--- src/rtl/assert_macros.svh ---
// ----------------------------------------------------------------------------
// Assertion macros
// Concurrent checks that compile away when SYNTH is defined.
// ----------------------------------------------------------------------------
`ifndef ASSERT_MACROS_SVH
`define ASSERT_MACROS_SVH

`ifndef SYNTH

// Property must hold at every clock edge outside reset
`define ASSERT_PROP(lbl, clk, rst_n, prop, msg) \
  lbl: assert property (@(posedge clk) disable iff (!rst_n) prop) else $error(msg);

// Condition must never be true outside reset
`define ASSERT_NEVER(lbl, clk, rst_n, cond, msg) \
  lbl: assert property (@(posedge clk) disable iff (!rst_n) !(cond)) else $error(msg);

`else

`define ASSERT_PROP(lbl, clk, rst_n, prop, msg)
`define ASSERT_NEVER(lbl, clk, rst_n, cond, msg)

`endif

`endif

--- src/rtl/ndem_pkg.sv ---
// ----------------------------------------------------------------------------
// ndem_pkg
// Shared types and constants of the neighbour difference edge marker.
// ----------------------------------------------------------------------------
package ndem_pkg;

  // Sizes
  localparam int MAX_WIDTH  = 2048;
  localparam int ADDR_W     = $clog2(MAX_WIDTH);
  localparam int PIX_W      = 8;
  localparam int DIM_W      = 12;
  localparam int THR_W      = 8;
  localparam int CFG_DATA_W = 12;
  localparam int CFG_IDX_W  = 2;
  localparam int WIN_N      = 9;
  localparam int WIN_CTR    = 4;

  typedef logic [PIX_W-1:0]  pix_t;
  typedef logic [ADDR_W-1:0] addr_t;
  typedef logic [DIM_W-1:0]  dim_t;
  typedef logic [THR_W-1:0]  thr_t;

  // Register map
  typedef enum logic [CFG_IDX_W-1:0] {
    REG_IMAGE_WIDTH    = 2'd0,
    REG_IMAGE_HEIGHT   = 2'd1,
    REG_DIFF_THRESHOLD = 2'd2
  } cfg_reg_e;

  // Reset values and limits
  localparam dim_t RESET_WIDTH     = 12'd640;
  localparam dim_t RESET_HEIGHT    = 12'd480;
  localparam thr_t RESET_THRESHOLD = 8'd100;
  localparam dim_t MIN_DIM         = 12'd3;
  localparam dim_t MAX_WIDTH_DIM   = DIM_W'(MAX_WIDTH);

  // Marker values
  localparam pix_t EDGE_ON  = 8'd255;
  localparam pix_t EDGE_OFF = 8'd0;

  // One line buffer word: the two rows above the current one
  typedef struct packed {
    pix_t upper;
    pix_t middle;
  } line_word_t;

  // Line buffer write request
  typedef struct packed {
    logic       en;
    addr_t      addr;
    line_word_t data;
  } line_wr_t;

  // Line buffer read request
  typedef struct packed {
    logic  en;
    addr_t addr;
  } line_rd_t;

endpackage

--- src/rtl/ndem_edge_cmp.sv ---
// ----------------------------------------------------------------------------
// ndem_edge_cmp
// Compares the window centre with its eight neighbours against a threshold.
// ----------------------------------------------------------------------------
module ndem_edge_cmp (
  input  ndem_pkg::pix_t [ndem_pkg::WIN_N-1:0] win_i,
  input  ndem_pkg::thr_t                       thr_i,
  output logic                                 edge_o
);

  ndem_pkg::pix_t                 ctr;
  logic [ndem_pkg::WIN_N-1:0]     hit;

  assign ctr = win_i[ndem_pkg::WIN_CTR];

  // Absolute difference per neighbour, centre excluded
  always_comb begin
    for (int k = 0; k < ndem_pkg::WIN_N; k++) begin
      ndem_pkg::pix_t d;
      d = (win_i[k] > ctr) ? (win_i[k] - ctr) : (ctr - win_i[k]);
      hit[k] = (k != ndem_pkg::WIN_CTR) && (d > thr_i);
    end
  end

  assign edge_o = |hit;

endmodule

--- config.mk ---
export PLATFORM = sky130hd
export DESIGN_NAME = ndem_edge_cmp
export DESIGN_NICKNAME = d
export VERILOG_FILES = /design/src/rtl/assert_macros.svh /design/src/rtl/ndem_pkg.sv /design/src/rtl/ndem_edge_cmp.sv
export SDC_FILE = /design/constraint.sdc
export NUM_CORES = 1
export LEC_CHECK = 0
export BUFFER_PORTS_ARGS = -buffer_cell sky130_fd_sc_hd__buf_2
export CAP_MARGIN = 25
export CORE_ASPECT_RATIO = 0.75
export CORE_MARGIN = 4
export CORE_UTILIZATION = 49
export DETAILED_ROUTE_END_ITERATION = 12
export PLACE_DENSITY = 0.69
export SLEW_MARGIN = 5
export SYNTH_ARGS = -nofsm -noshare
export SYNTH_HDL_FRONTEND = slang
export SYNTH_SLANG_ARGS = --single-unit
--- constraint.sdc ---
create_clock -name vclk -period 5.36
set_clock_uncertainty 0.1 [all_clocks]
set_input_delay 0.536 -clock vclk [all_inputs]
set_output_delay 0.536 -clock vclk [all_outputs]
set_load 0.01 [all_outputs]
==> results.cfg, run 1 <==
[run_status]
status = completed

[cells_and_area]
layout.nets = 1170
nFlopsAndLatches = 0
multi_input_area_sq_um = 5790
fillers = 1163
clkbuf_count = 0
drive_gt1_frac = 0.142
antenna_cells = 0
area_growth_pct = 11.9
register_area_sq_um = 0

[setup_path]
crit_chain = clkbuf_4, inv_1, ha_1, inv_1, fa_1, a21o_1, a21o_1, a21o_1, a21oi_1, a21oi_1, xor2_1, ha_1, nor2b_1, o21ai_0, nand2b_1, o22ai_1, o221ai_1, or4_1, buf_2
slowest_stage = or4_1
cp_slowest_stage_delay_ns = 0.46
arrival_ns = 4.50
cpMostUsedCell = a21o_1
crit_fanout = 9
crit_path_end_kind = output pin
required_ns = 4.72
critPathKind = in -> out
cp-start-kind = input pin

[logic_synthesis]
synth_top_area_cell = ha_1
syn_area_sq_um = 6250
syn_inst = 795
yosys_warnings = 0
ys_types = 49
synthTopCellsByArea = ha_1, a21oi_1, inv_1
avgSynthCellArea_sq_um = 7.86
syn_nets = 1075
synth_top_area_frac = 0.369
yosysSeqAreaShare = 0

[route]
routed-via-count = 5928
viasPerCell = 5.62
met1Wirelength_microns = 8950
drt-wirelength-per-cell_microns = 16.9
met3_length_microns = 982
drc = 0
routed_wl_microns = 17900
top_layer = met4
postRouteAntennaNets = 0
first_pass_iters = 5
first_iter_violations = 319
dr_wl_met2_microns = 7690

[place]
io_buffer_count = 81
place_congestion = 0.910
hpwl_microns = 14500
dp_worst_setup_slack_ns = 0.222

[power]
power_switching_share = 0.541
switchingPower_uw = 524
p_comb_frac = 1.000
powerDensity_nw_per_um2 = 139
p_seq_frac = 0
intPower_uw = 444
total_power_uw = 968
power.leakage_uw = 0.00382
power.share.clock = 0
vdd_ir_drop_max_mv = 0.0536

[die]
boundaryPins = 81
start_util = 0.504
fp.dieW_microns = 138
die_area_sq_um = 14600
core_sq_um = 12400
rows = 35
dieHeight_microns = 106

[sta]
hold_viol = 0
drv_slew = 0
worst_pin_slew_ns = 0.611
fin_crit_sh = 0.958
fmax_mhz = 195
max_slew_margin = 0.592
period_needed_ns = 5.14
setup_ws_ns = 0.224
setup_viol = 0
worst_hold_slack_ns = 1.98

[global_route]
antenna_found_initial = 0
grt-ovfl-total = 0
grt_pass1_vias = 5432
grtUsageTotal = 0.232
grt_pass1_wl_microns = 28100
grt_max_degree = 17

[worst_hold_path]
worst_hold_path.num_cells = 8
hold_path.class = in -> out

[flow_run]
maxCapViolCount = 0

[clock_network]
hold_buffers = 0
cells in the mapped netlist (3+ instances only):
cell,instances
and2_1,3
o21ai_0,38
a31oi_1,5
a21o_1,52
buf_2,3
nand2_1,25
mux2i_1,29
a211oi_1,10
a21oi_1,95
fa_1,16
xor2_1,17
a22oi_1,3
xnor2_1,29
nor3_1,8
clkbuf_1,7
nand3_1,7
nand2b_1,8
inv_1,108
o21bai_1,18
ha_1,184
a221oi_1,3
nand4_1,28
nor2_1,22
mux2_2,12
o21a_1,10
and3_1,4
nor2b_1,21
stage by stage:
stage	TNS (ns)	instance area, sq um	util	std cells
2_1_floorplan	0	6250	-	795
3_3_place_gp	0	6950	0.561	1050
3_5_place_dp	0	6950	0.561	1050
4_1_cts	0	6950	0.561	1050
5_1_grt	-0.0510	6990	0.564	1054
6_report	0	6990	0.564	1054
cell usage in the layout (no fill, tap or decap), drive strengths merged, types with 16 or more instances in the layout:
master  count
xor2       17
o21bai     18
o21ai      38
xnor2      29
nand4      28
nand2      25
nor2       22
fa         16
ha        184
buf       103
inv       106
a21o       52
a21oi      97
nor2b      21
mux2i      29
per-layer routing:
metal  global-route usage  up-vias
li1                     -     3056
met1                0.342     2680
met2                0.381      173
met3               0.0163       19
met4               0.0247        0
met5                    0        -
timing repair:
action / CTS / global route
gates resized for setup: 0 / 4
setup endpoints to repair: 0 / 1
buffers inserted: 0 / 4
worst max-delay path: cells and delay by family:
kind	cells	cell delay, ns
fa+ha+maj	3	0.93
xor+xnor	1	0.15
buf+inv	4	0.85
simple gates	3	0.66
compound gates	8	1.36
final timing paths:
kind | from | to | slack [ns]
hold / removal | win_i[40] | edge_o | 1.98
setup / recovery | win_i[32] | edge_o | 0.22
cell type report:
type	instances	area share
inverters	108	0.0591
multi-input cells	676	0.828
well taps	166	0.0297
repair buffers	104	0.0830
cells by family (layout without fill, tap and decap cells):
family                     Yosys count  after routing  synth area share
adders and majority gates          200            200             0.420
xor gates and xnor gates            46             46            0.0645
and+or+nand+nor                    134            134             0.113
muxes                               43             43            0.0723
buffers and inverters              119            212            0.0733
AOI/OAI and AO/OA                  253            253             0.257
power by group through the flow:
| stage | clock network, uW | logic [uW] | registers, uW |
|---|---|---|---|
| after floorplan | 0 | 704 | 0 |
| after global placement | 0 | 939 | 0 |
| after detailed placement | 0 | 949 | 0 |
| after CTS | 0 | 955 | 0 |
| after global routing | 0 | 1090 | 0 |
| final | 0 | 968 | 0 |
(Power assumes the default switching activity.)
==> run 2, diff against run 1 <==
Settings changed: CORE_MARGIN 4 to 2, SKIP_LAST_GASP set to 1.
==> run 2 against run 1 <==
Against the previous run:
- combinational power up 0.4%
- global-route usage up 2.3 points
- via count down 0.40%
- worst setup slack better by 0.014 ns
- largest power group unchanged
- largest cell class unchanged
- non-clock buffer count up 2
- utilization up 0.48 points
- maximum frequency up 0.26%
- cell area up 0.50%
- clock-buffer cell count unchanged
- sequential cell count unchanged
- cell count up 0.19%
==> results.cfg, run 2 (synthesis gave the netlist of run 1 again) <==
[sta]
fin_crit_sh = 0.956
period_needed_ns = 5.12
max_slew_margin = 0.607
hold_viol = 0
setup_ws_ns = 0.237
setup-tns-final_ns = 0
fmax_mhz = 195
worst_pin_slew_ns = 0.589
drv_slew = 0
rsz0062_at_grt = no
setup_viol = 0

[setup_path]
required_ns = 4.72
crit_fanout = 8
slowest_stage = or4_1
cp_slowest_stage_delay_ns = 0.47
critical-path-top-delay-family = compound AO/OA/AOI/OAI gates
path_depth = 16
arrival_ns = 4.49
cp-start-kind = input pin
critPathKind = in -> out
crit_chain = buf_2, inv_1, ha_1, o21ai_0, o21bai_1, o22ai_4, mux2_4, a2111o_1, a311oi_1, ha_1, nand4_1, a21oi_1, o22ai_1, o221ai_1, or4_1, buf_2
crit_path_end_kind = output pin
crit_buf_inv = 3

[flow_run]
maxCapViolCount = 0

[global_route]
grt_pass1_wl_microns = 27900
busiest_layer = met2
gr-usage-met1 = 0.375
grt-ovfl-total = 0
grt_pass1_vias = 5487
grt_max_degree = 17
grt_use_met2 = 0.425
grtUsageTotal = 0.255
met3_usage = 0.0135
antenna_found_initial = 0

[route]
drt-wirelength-per-cell_microns = 16.5
postRouteAntennaNets = 0
routed_wl_microns = 17400
first_iter_violations = 459
first_pass_iters = 5
routed-via-count = 5904
drc = 0
viasPerCell = 5.59

[cells_and_area]
drive_gt1_frac = 0.142
fin_cells = 1056
area_growth_pct = 12.5
final_common_cell = ha_1
register_area_sq_um = 0
antenna_cells = 0
nFlopsAndLatches = 0
clkbuf_count = 0
final_core_util = 0.569
mostFrequentLayoutCells = ha_1, inv_1, a21oi_1
layout.nets = 1172

[die]
die_area_sq_um = 13700
boundaryPins = 81
rows = 35
start_util = 0.506
fp.dieW_microns = 134
core_sq_um = 12300
dieHeight_microns = 102

[power]
powerDensity_nw_per_um2 = 138
power.leakage_uw = 0.00385
vdd_ir_drop_max_mv = 0.0523

[place]
dp_worst_setup_slack_ns = 0.236
place_congestion = 0.916
placed_cells = 1050
hpwl_microns = 14200
io_buffer_count = 81

[run_status]
status = completed

[worst_hold_path]
holdPathEnd = edge_o
worst_hold_path.num_cells = 8
hold_path.class = in -> out
worst_hold_startpoint = win_i[40]
[run 2: cell types whose count changed in the layout (fill, tap and decap cells not counted)]
cell	delta
inv_1	+1
o22a_2	-1
o22a_1	+1
buf_12	+2
clkinvlp_4	-1
[run 2: worst max-delay path by stage]
stage,startpoint,end,slack (ns)
after detailed placement,win_i[37],edge_o,0.24
after CTS,win_i[37],edge_o,0.21
after global placement,win_i[37],edge_o,0.27
final,win_i[38],edge_o,0.24
after floorplan,win_i[33],edge_o,0.64
after global routing,win_i[32],edge_o,0.03
[run 2: final cells by class]
| type | count | area, sq um |
|---|---|---|
| tap | 166 | 208 |
| inverter | 108 | 409 |
| timing repair buffer | 106 | 621 |
| multi-input combinational | 676 | 5790 |
| fill | 1202 | 5320 |
[run 2: what timing repair did]
item / CTS / global route
hold buffers: 0 / 0
buffers inserted: 0 / 6
endpoints found under the setup margin: 0 / 1
resized for setup: 0 / 2
[run 2: report_power, final]
part	leakage, uW	internal [uW]	switching [uW]
logic	0.00385	449	523
registers	0	0	0
clock network	0	0	0
total	0.00385	449	523
[run 2: layer usage]
layer / share of wire / vias to the layer above
li1: - / 3041
met1: 0.51 / 2670
met2: 0.43 / 181
met3: 0.049 / 12
met4: 0.012 / 0
met5: 0 / -
[run 2: metrics by stage]
stage	power, uW	instance area, sq um	hold slack (ns)
2_1_floorplan	704	6250	1.51
3_3_place_gp	939	6960	1.99
3_5_place_dp	947	6960	1.99
4_1_cts	953	6960	1.99
5_1_grt	1100	7030	2.05
6_report	972	7030	1.99
==> run 3, diff against run 2 <==
Clock period 5.36 ns to 6.37 ns, I/O delays scaled along.
==> run 3 against run 2 <==
Against the previous run:
- power fell by 18%
- die area unchanged
- via count decreased by 1.1%
- cell count down 1.8%
- critical path depth increased by 2
- worst setup slack better by 0.45 ns
- routed wire length is 1.3% lower
- first-iteration DRC count decreased by 11%
- global-route usage is 0.29 points lower
- utilization down 1.4 points
- clock-buffer cell count is the same
- combinational power fell by 18%
- critical path type unchanged
- largest power group unchanged
==> results.cfg, run 3 (synthesis gave the netlist of run 1 again) <==
[setup_path]
slowest_stage = or4_1
crit_chain = buf_2, inv_1, ha_1, a21o_1, a21oi_1, o21ai_0, a21oi_2, a211oi_1, a21oi_1, xor2_1, ha_1, a21o_1, a21o_1, a21oi_1, o21a_1, o32ai_1, or4_1, buf_2
cp-start-kind = input pin
cp_slowest_stage_delay_ns = 0.59
crit_fanout = 10
crit_buf_inv = 3
critPathKind = in -> out
crit_path_end_kind = output pin
required_ns = 5.63
critical-path-top-delay-family = compound AO/OA/AOI/OAI gates
arrival_ns = 4.95

[sta]
fin_crit_sh = 0.892
max_slew_margin = 0.596
setup_ws_ns = 0.687
hold_viol = 0
rsz0062_at_grt = no
setup-tns-final_ns = 0
drv_slew = 0
worst_pin_slew_ns = 0.605
period_needed_ns = 5.68
setup_viol = 0
fmax_mhz = 176

[cells_and_area]
antenna_cells = 0
drive_gt1_frac = 0.122
clkbuf_count = 0
layout.nets = 1153
mostFrequentLayoutCells = ha_1, inv_1, a21oi_1
register_area_sq_um = 0
final_common_cell = ha_1
area_growth_pct = 9.69
design_area_sq_um = 6850
nFlopsAndLatches = 0

[route]
first_pass_iters = 5
postRouteAntennaNets = 0
routed_wl_microns = 17200
drc = 0
drt-wirelength-per-cell_microns = 16.6
routed-via-count = 5839
first_iter_violations = 408
viasPerCell = 5.63

[clock_network]
hold_buffers = 0
post_cts_buffers = 0
cts.repair.resized = 0

[die]
boundaryPins = 81
die_area_sq_um = 13700
core_sq_um = 12300
dieHeight_microns = 102
fp.dieW_microns = 134
rows = 35
start_util = 0.506

[power]
powerDensity_nw_per_um2 = 116
vdd_ir_drop_max_mv = 0.0501
power.leakage_uw = 0.00375

[place]
hpwl_microns = 13500
io_buffer_count = 81
dpl-instance-area_sq_um = 6850
place_congestion = 0.927
dp_worst_setup_slack_ns = 0.727

[global_route]
grt_pass1_vias = 5405
grt_max_degree = 17
grt-ovfl-total = 0
grtUsageTotal = 0.252
grt_pass1_wl_microns = 27500
antenna_found_initial = 0

[flow_run]
maxCapViolCount = 0

[run_status]
status = completed

[worst_hold_path]
hold_path.class = in -> out
run 3: changes by cell type in the layout (fill, tap and decap cells not counted), sizes merged:
cell | before | now
buf | 105 | 87
clkbuf | 1 | 0
clkinvlp | 1 | 0
inv | 107 | 108
run 3: path summary, 6_finish.rpt:
check	from	end	slack, ns	cells past startpoint
setup / recovery	win_i[34]	edge_o	0.69	18
hold / removal	win_i[40]	edge_o	2.21	8
run 3: report_power, final:
part / total [uW] / leakage, uW / internal [uW] / switching [uW]
Combinational: 795 / 0.00375 / 362 / 434
Sequential: 0 / 0 / 0 / 0
Clock: 0 / 0 / 0 / 0
Total: 795 / 0.00375 / 362 / 434
run 3: metal layers:
metal | GRT usage | part of all wire
met4 | 0.0138 | 0.0059
met1 | 0.382 | 0.50
met3 | 0.0165 | 0.065
met5 | 0 | 0
met2 | 0.411 | 0.42
run 3: layout make-up:
cell class / instances / area [sq um]
inverters: 108 / 405
multi-input cells: 676 / 5790
well taps: 166 / 208
fillers: 1219 / 5500
repair buffers: 87 / 450
run 3: metrics by stage:
stage | util | hold WS, ns | instances | power (uW)
after floorplan | - | 1.71 | 795 | 592
after global placement | 0.555 | 2.20 | 1037 | 779
after detailed placement | 0.555 | 2.21 | 1037 | 781
after CTS | 0.555 | 2.21 | 1037 | 787
after global routing | 0.555 | 2.27 | 1037 | 904
final | 0.555 | 2.21 | 1037 | 795
run 3: worst min-delay path, stage by stage:
cell and delay (ns):
buf_2 0.10, ha_1 0.15, ha_1 0.23, nand3_1 0.08, nor3_1 0.04, o221ai_1 0.14, or4_1 0.15, buf_2 0.14
